## config.mk

```make
export PLATFORM = sky130hd
export DESIGN_NAME = ffha_ctrl
export DESIGN_NICKNAME = d
export VERILOG_FILES = /design/src/rtl/core/ffha_pkg.sv /design/src/rtl/core/ffha_ctrl.sv
export SDC_FILE = /design/constraint.sdc
export NUM_CORES = 1
export LEC_CHECK = 0
export BUFFER_PORTS_ARGS = -buffer_cell sky130_fd_sc_hd__buf_2
export CORE_MARGIN = 4
export CORE_UTILIZATION = 52
export DETAILED_ROUTE_END_ITERATION = 12
export GPL_ROUTABILITY_DRIVEN = 0
export PLACE_DENSITY = 0.72
export SLEW_MARGIN = 30
export SYNTH_ARGS = -nofsm -noshare
export SYNTH_HDL_FRONTEND = slang
export SYNTH_SLANG_ARGS = --single-unit
```

## constraint.sdc

```tcl
create_clock -name clk -period 2.5 [get_ports clk]
set_input_delay 0.25 -clock clk [delete_from_list [all_inputs] [get_ports clk]]
set_output_delay 0.25 -clock clk [all_outputs]
set_load 0.05 [all_outputs]
```

## src/rtl/core/ffha_pkg.sv

```systemverilog
// Shared types, constants and codes for the first-fit heap allocator.
`default_nettype none

package ffha_pkg;

    localparam int HEAP_CAPACITY_BYTES = 4096;

    localparam logic [31:0] SIG_FREE     = 32'h0000_F460;
    localparam logic [15:0] SIG_BLOCK    = 16'h8AC0;
    localparam logic [15:0] SIG_DATA     = 16'h03E0;
    localparam logic [15:0] SIG_HEAP     = 16'h2820;
    localparam logic [15:0] SIG_LOW_MASK = 16'h001F;
    localparam logic [12:0] HEAP_BYTES_DEFAULT = 13'd4096;

    localparam logic [1:0] FUNC_ALLOC   = 2'd0;
    localparam logic [1:0] FUNC_RELEASE = 2'd1;
    localparam logic [1:0] FUNC_CHECK   = 2'd2;
    localparam logic [1:0] FUNC_FORMAT  = 2'd3;

    localparam logic [1:0] ST_OK      = 2'd0;
    localparam logic [1:0] ST_NOMEM   = 2'd1;
    localparam logic [1:0] ST_CORRUPT = 2'd2;
    localparam logic [1:0] ST_INVALID = 2'd3;

    typedef struct packed {
        logic [1:0]  func;
        logic [15:0] request_size;
        logic [11:0] release_offset;
    } in_t;

    typedef struct packed {
        logic [1:0]  status;
        logic [11:0] payload_offset;
        logic [31:0] used_bytes;
    } out_t;

    typedef enum logic [4:0] {
        OP_IDLE,
        OP_LOAD,
        OP_RD_P,
        OP_RD_P4,
        OP_LATCH_SZ,
        OP_NEXT,
        OP_MARK,
        OP_ZERO,
        OP_SPLIT_SZ,
        OP_SPLIT_SIG,
        OP_SPLIT_REST,
        OP_ALLOC_DONE,
        OP_REL_INIT,
        OP_REL_FREE,
        OP_MERGE_NEXT,
        OP_BW_INIT,
        OP_BW_ADV,
        OP_P_PREV,
        OP_MERGE_PREV,
        OP_CLR,
        OP_FMT0,
        OP_FMT1,
        OP_FINISH
    } dp_op_t;

    typedef struct packed {
        dp_op_t     op;
        logic [1:0] code;
        logic       fmt_boot;
    } cmd_t;

    typedef struct packed {
        logic sig_ok;
        logic sig_free;
        logic fits;
        logic nx_ok;
        logic zero_more;
        logic split_ok;
        logic p_lt_h;
        logic have_prev;
        logic rel_bad;
        logic clr_last;
    } stat_t;

endpackage

`default_nettype wire

```

## src/rtl/core/ffha_ctrl.sv

```systemverilog
// Controller: sequences walks, zeroing, splits and merges over the datapath.
`default_nettype none

module ffha_ctrl (
    input  wire logic       clk,
    input  wire logic       rst_n,
    input  wire logic       in_valid,
    output logic            in_stall,
    input  wire logic [1:0] func,
    output logic            out_valid,
    input  wire logic       out_stall,
    input  ffha_pkg::stat_t stat,
    output ffha_pkg::cmd_t  cmd
);

    typedef enum logic [21:0] {
        S_CLEAR    = 22'h000001,
        S_FMT0     = 22'h000002,
        S_FMT1     = 22'h000004,
        S_IDLE     = 22'h000008,
        S_DISPATCH = 22'h000010,
        S_RD_SIG   = 22'h000020,
        S_RD_SZ    = 22'h000040,
        S_LAT_SZ   = 22'h000080,
        S_EVAL     = 22'h000100,
        S_A_ZERO   = 22'h000200,
        S_A_SPLIT0 = 22'h000400,
        S_A_SPLIT1 = 22'h000800,
        S_A_SPLIT2 = 22'h001000,
        S_A_DONE   = 22'h002000,
        S_R_FREE   = 22'h004000,
        S_R_MNEXT  = 22'h008000,
        S_BW_INIT  = 22'h010000,
        S_BW_TEST  = 22'h020000,
        S_BW_RD    = 22'h040000,
        S_BW_ADV   = 22'h080000,
        S_BW_END   = 22'h100000,
        S_FINISH   = 22'h200000
    } state_t;

    typedef enum logic [4:0] {
        M_ALLOC    = 5'b00001,
        M_CHECK    = 5'b00010,
        M_REL_HDR  = 5'b00100,
        M_REL_NEXT = 5'b01000,
        M_REL_PREV = 5'b10000
    } mode_t;

    state_t     state_reg, state_next;
    mode_t      mode_reg, mode_next;
    logic [1:0] func_reg, func_next;
    logic [1:0] code_reg, code_next;
    logic       boot_reg, boot_next;
    logic       out_valid_reg, out_valid_next;
    logic       bw_lat_reg, bw_lat_next;

    assign in_stall  = (state_reg != S_IDLE);
    assign out_valid = out_valid_reg;

    always_comb
    begin
        state_next     = state_reg;
        mode_next      = mode_reg;
        func_next      = func_reg;
        code_next      = code_reg;
        boot_next      = boot_reg;
        bw_lat_next    = 1'b0;
        out_valid_next = out_valid_reg && out_stall;
        cmd.op         = ffha_pkg::OP_IDLE;
        cmd.code       = code_reg;
        cmd.fmt_boot   = boot_reg;
        case (state_reg)
            S_CLEAR:
            begin
                cmd.op = ffha_pkg::OP_CLR;
                if (stat.clr_last)
                begin
                    state_next = S_FMT0;
                end
            end
            S_FMT0:
            begin
                cmd.op     = ffha_pkg::OP_FMT0;
                state_next = S_FMT1;
            end
            S_FMT1:
            begin
                cmd.op     = ffha_pkg::OP_FMT1;
                boot_next  = 1'b0;
                code_next  = ffha_pkg::ST_OK;
                state_next = boot_reg ? S_IDLE : S_FINISH;
            end
            S_IDLE:
            begin
                if (in_valid)
                begin
                    cmd.op     = ffha_pkg::OP_LOAD;
                    func_next  = func;
                    state_next = S_DISPATCH;
                end
            end
            S_DISPATCH:
            begin
                case (func_reg)
                    ffha_pkg::FUNC_ALLOC:
                    begin
                        mode_next  = M_ALLOC;
                        state_next = S_RD_SIG;
                    end
                    ffha_pkg::FUNC_CHECK:
                    begin
                        mode_next  = M_CHECK;
                        state_next = S_RD_SIG;
                    end
                    ffha_pkg::FUNC_RELEASE:
                    begin
                        if (stat.rel_bad)
                        begin
                            code_next  = ffha_pkg::ST_INVALID;
                            state_next = S_FINISH;
                        end
                        else
                        begin
                            cmd.op     = ffha_pkg::OP_REL_INIT;
                            mode_next  = M_REL_HDR;
                            state_next = S_RD_SIG;
                        end
                    end
                    default:
                    begin
                        state_next = S_FMT0;
                    end
                endcase
            end
            S_RD_SIG:
            begin
                cmd.op     = ffha_pkg::OP_RD_P;
                state_next = S_RD_SZ;
            end
            S_RD_SZ:
            begin
                cmd.op     = ffha_pkg::OP_RD_P4;
                state_next = S_LAT_SZ;
            end
            S_LAT_SZ:
            begin
                cmd.op     = ffha_pkg::OP_LATCH_SZ;
                state_next = S_EVAL;
            end
            S_EVAL:
            begin
                case (mode_reg)
                    M_ALLOC:
                    begin
                        if (!stat.sig_ok)
                        begin
                            code_next  = ffha_pkg::ST_CORRUPT;
                            state_next = S_FINISH;
                        end
                        else if (stat.sig_free && stat.fits)
                        begin
                            cmd.op     = ffha_pkg::OP_MARK;
                            state_next = S_A_ZERO;
                        end
                        else if (stat.nx_ok)
                        begin
                            cmd.op     = ffha_pkg::OP_NEXT;
                            state_next = S_RD_SIG;
                        end
                        else
                        begin
                            code_next  = ffha_pkg::ST_NOMEM;
                            state_next = S_FINISH;
                        end
                    end
                    M_CHECK:
                    begin
                        if (!stat.sig_ok)
                        begin
                            code_next  = ffha_pkg::ST_CORRUPT;
                            state_next = S_FINISH;
                        end
                        else if (stat.nx_ok)
                        begin
                            cmd.op     = ffha_pkg::OP_NEXT;
                            state_next = S_RD_SIG;
                        end
                        else
                        begin
                            code_next  = ffha_pkg::ST_OK;
                            state_next = S_FINISH;
                        end
                    end
                    M_REL_HDR:
                    begin
                        if (!stat.sig_ok)
                        begin
                            code_next  = ffha_pkg::ST_CORRUPT;
                            state_next = S_FINISH;
                        end
                        else
                        begin
                            state_next = S_R_FREE;
                        end
                    end
                    M_REL_NEXT:
                    begin
                        state_next = stat.sig_free ? S_R_MNEXT : S_BW_INIT;
                    end
                    default:
                    begin
                        if (stat.sig_free)
                        begin
                            cmd.op = ffha_pkg::OP_MERGE_PREV;
                        end
                        code_next  = ffha_pkg::ST_OK;
                        state_next = S_FINISH;
                    end
                endcase
            end
            S_A_ZERO:
            begin
                if (stat.zero_more)
                begin
                    cmd.op = ffha_pkg::OP_ZERO;
                end
                else
                begin
                    state_next = stat.split_ok ? S_A_SPLIT0 : S_A_DONE;
                end
            end
            S_A_SPLIT0:
            begin
                cmd.op     = ffha_pkg::OP_SPLIT_SZ;
                state_next = S_A_SPLIT1;
            end
            S_A_SPLIT1:
            begin
                cmd.op     = ffha_pkg::OP_SPLIT_SIG;
                state_next = S_A_SPLIT2;
            end
            S_A_SPLIT2:
            begin
                cmd.op     = ffha_pkg::OP_SPLIT_REST;
                state_next = S_A_DONE;
            end
            S_A_DONE:
            begin
                cmd.op     = ffha_pkg::OP_ALLOC_DONE;
                code_next  = ffha_pkg::ST_OK;
                state_next = S_FINISH;
            end
            S_R_FREE:
            begin
                cmd.op = ffha_pkg::OP_REL_FREE;
                if (stat.nx_ok)
                begin
                    mode_next  = M_REL_NEXT;
                    state_next = S_RD_SIG;
                end
                else
                begin
                    state_next = S_BW_INIT;
                end
            end
            S_R_MNEXT:
            begin
                cmd.op     = ffha_pkg::OP_MERGE_NEXT;
                state_next = S_BW_INIT;
            end
            S_BW_INIT:
            begin
                cmd.op     = ffha_pkg::OP_BW_INIT;
                state_next = S_BW_TEST;
            end
            S_BW_TEST:
            begin
                if (stat.p_lt_h)
                begin
                    state_next = S_BW_RD;
                end
                else if (stat.have_prev)
                begin
                    state_next = S_BW_END;
                end
                else
                begin
                    code_next  = ffha_pkg::ST_OK;
                    state_next = S_FINISH;
                end
            end
            S_BW_RD:
            begin
                cmd.op      = ffha_pkg::OP_RD_P4;
                bw_lat_next = 1'b1;
                state_next  = S_BW_ADV;
            end
            S_BW_ADV:
            begin
                if (bw_lat_reg)
                begin
                    cmd.op = ffha_pkg::OP_LATCH_SZ;
                end
                else
                begin
                    cmd.op     = ffha_pkg::OP_BW_ADV;
                    state_next = stat.nx_ok ? S_BW_TEST : S_BW_END;
                end
            end
            S_BW_END:
            begin
                cmd.op     = ffha_pkg::OP_P_PREV;
                mode_next  = M_REL_PREV;
                state_next = S_RD_SIG;
            end
            S_FINISH:
            begin
                if (!out_valid_reg || !out_stall)
                begin
                    cmd.op         = ffha_pkg::OP_FINISH;
                    out_valid_next = 1'b1;
                    state_next     = S_IDLE;
                end
            end
            default:
            begin
                state_next = S_IDLE;
            end
        endcase
    end

    always_ff @(posedge clk or negedge rst_n)
    begin
        if (!rst_n)
        begin
            state_reg     <= S_CLEAR;
            mode_reg      <= M_ALLOC;
            func_reg      <= ffha_pkg::FUNC_ALLOC;
            code_reg      <= ffha_pkg::ST_OK;
            boot_reg      <= 1'b1;
            out_valid_reg <= 1'b0;
            bw_lat_reg    <= 1'b0;
        end
        else
        begin
            state_reg     <= state_next;
            mode_reg      <= mode_next;
            func_reg      <= func_next;
            code_reg      <= code_next;
            boot_reg      <= boot_next;
            out_valid_reg <= out_valid_next;
            bw_lat_reg    <= bw_lat_next;
        end
    end

    assert property (@(posedge clk) disable iff (!rst_n) $onehot(state_reg))
        else $error("controller state not one-hot");

    assert property (@(posedge clk) disable iff (!rst_n)
        (in_valid && !in_stall) |=> (state_reg == S_DISPATCH))
        else $error("accepted request did not dispatch");

    assert property (@(posedge clk) disable iff (!rst_n)
        (state_reg == S_FINISH && out_valid_reg && out_stall) |=> (state_reg == S_FINISH))
        else $error("result overwritten while held");

    assert property (@(posedge clk) disable iff (!rst_n)
        boot_reg |-> (state_reg == S_CLEAR || state_reg == S_FMT0 || state_reg == S_FMT1))
        else $error("request path entered before boot format");

endmodule

`default_nettype wire

```

==> results.toml <==
[run_status]
status = "finished with violations"
violations = "negative setup slack"

[routing]
wirelength_mm = 8.290
drtIter0Drc = 381
wire_per_inst_um = 19.46
vias_per_cell = 6.317
first_pass_iters = 5
ant_nets = 0
post-route-drc-count = 0
dr_total_vias = 2691

[worst_setup_path]
crit_path_top_delay_cell = "or4_4"
path_buf_inv = 1
path_max_fanout = 2
arrival_ns = 2.57
critical_path_class = "register to output pin"
startpoint_type = "register"
cp_slowest_stage_delay_ns = 0.54
critical_path.top_delay_family = "simple AND/OR/NAND/NOR gates"
worstSetupEndpointType = "output pin"
crit_required_ns = 2.25
crit_chain = "or4_4, or3_4, or2_4, o32ai_4, nand4bb_4, buf_8"

[pwr]
pwr_density_cell_nw_per_um2 = 836.1
leakagePower_nw = 1.674
ir_drop_v = 0.0004949

[clock_network]
clock_path_buffers = 2
cts_tree = "built"
holdBufCountCts = 0
clock-sinks = 34
insertion_delay_ns = 0.30
h-tree-depth = 2
cts_buffers = 5
root_buffer = "clkbuf_8"
path_clk_slew_ns = 0.07

[synthesis]
ys_warn_count = 0
synth_edf_count = 0
synth_area_um2 = 2414
synth.top_cell.area_share_pct = 32.14
ys_seq_area_share_pct = 35.41
yosys.area.top_type = "dfrtp_1"
synth.distinct_cells = 59
avgSynthCellArea_um2 = 8.651
yosys-top-cells-area = "dfrtp_1 32%, nor2_1 4.8%, nand2_1 4.7%, nor4_4 3.5%, nor3_1 3.3%"
synth-main-ff-cell = "dfrtp_1"
synthesis.instances = 279
ys_ff_latch = 34
mappedNetlistNets = 300
async_flop_share_pct = 100.0

[global_routing]
antenna_found_initial = 0
grt_usage_pct = 25.98
grt_pass1_wl_mm = 12.11
grt_pass1_vias = 2527
grt_max_degree = 35
grt-ovfl-total = 0

[layout]
nets = 394
n_antenna_cell = 0
area_delta_synth_final_pct = 43.44
largest_reg_flops = 22
drive_above_1_share_pct = 40.11
finish.utilization_pct = 78.43

[floorplan]
die_area_um2 = 5796
die_w_um = 76.13
pin_count = 26
row_count = 24
chipHeight_um = 76.13
core_area_um2 = 4414
start_util_pct = 54.68

[sta]
setup_ws_ns = -0.3215
setup_viol = 5
finalClockSkew_ns = 0.008103
drv_slew = 0
hold_viol = 0
worstMarginPinSlew_ns = 0.7674
fmax_mhz = 354.4
rsz0062_at_grt = "true"
finalSetupTns_ns = -1.132
period_minus_slack_ns = 2.822
holdWs_ns = 0.02117
post-route-period-util_pct = 112.9
slew_headroom_pct = 48.84

[run]
max_cap_violations = 0

[worst_hold_path]
hp-class = "primary input to asynchronous set/reset pin"

[placed_design]
portBuffers = 25
dpl.hpwl_mm = 5.700
dp_slack_ns = -0.04966
## per-stage QoR
| step | std cells | power (mW) | instance area, um^2 |
|---|---|---|---|
| floorplan | 279 | 1.604 | 2425 |
| global placement | 406 | 2.128 | 3004 |
| detailed placement | 406 | 2.151 | 3004 |
| CTS | 421 | 2.656 | 3266 |
| global route | 426 | 3.036 | 3462 |
| finish | 426 | 2.895 | 3462 |
## path summary, 6_finish.rpt
| path | slack, ns | startpoint | cells after the start | to |
|---|---|---|---|---|
| min in group clk | 0.19 | func[1] | 2 | func_reg[1] |
| hold reg to reg | 0.49 | boot_reg | 2 | boot_reg |
| setup reg to reg | 0.05 | state_reg[14] | 11 | state_reg[1] |
| setup / recovery | -0.32 | state_reg[15] | 6 | cmd[7] |
| hold / removal | 0.02 | rst_n | 1 | state_reg[2] |
| max in group asynchronous | 1.93 | rst_n | 1 | state_reg[21] |
## power by group
part	switching, mW	internal [mW]	total [mW]
clock network	0.203	0.222	0.425
logic	1.02	0.711	1.73
registers	0.102	0.637	0.739
## layout by cell type, fill, tap and decap left out, types with 6 or more instances in the layout
master,n
nor4_4,9
nor4b_1,6
buf_2,20
nand2_1,29
buf_6,8
nand3_1,8
dfrtp_1,29
buf_4,64
clkbuf_8,6
a21oi_1,8
nor2_1,27
nand4_1,7
nor3_1,13
inv_1,16
## cells in the mapped netlist, types with 4 or more instances
library cell and number:
or4_1 4, dfrtp_1 31, nor4_1 8, a31oi_1 5
nor4_4 4, xor2_1 5, inv_1 16, nor4b_1 6
a21oi_1 10, nand3_1 11, nor2_1 31, ha_1 5
nor2b_1 5, xnor2_1 4, nand4_1 7, nand2_1 30
o21ai_0 5, nor3_1 16, or3_1 4
## cell families (layout without fill, tap and decap cells)
| group | Yosys count | count (layout) | share of synthesized area (%) |
|---|---|---|---|
| DFF | 34 | 34 | 35.41 |
| and+or+nand+nor | 161 | 161 | 40.49 |
| buffers and inverters | 22 | 117 | 3.784 |
| adders and majority gates | 5 | 5 | 2.592 |
| AOI/OAI and AO/OA | 46 | 46 | 13.53 |
| xor gates and xnor gates | 9 | 9 | 3.266 |
| muxes | 2 | 2 | 0.9331 |
## routing by layer
layer	share of wire, %	vias to the layer above	GRT usage (%)
met1	38	1255	33.11
met3	9.0	36	4.846
li1	-	1228	-
met2	49	172	42.89
met4	4.3	0	11.01
met5	0	-	0
## final cells by class
class | count | area (um^2)
tap | 52 | 65.06
timing repair buffer | 93 | 685.7
clock buffer | 7 | 86.33
sequential | 34 | 857.1
multi-input combinational | 223 | 1703
fill | 270 | 952.2
clock inverter | 1 | 5.005
inverter | 16 | 60.06
## timing repair
action,CTS,global route
setup endpoints to repair,5,10
pin swaps,4,9
gates resized for setup,27,30
buffers inserted,7,5
(Power assumes the default switching activity.)
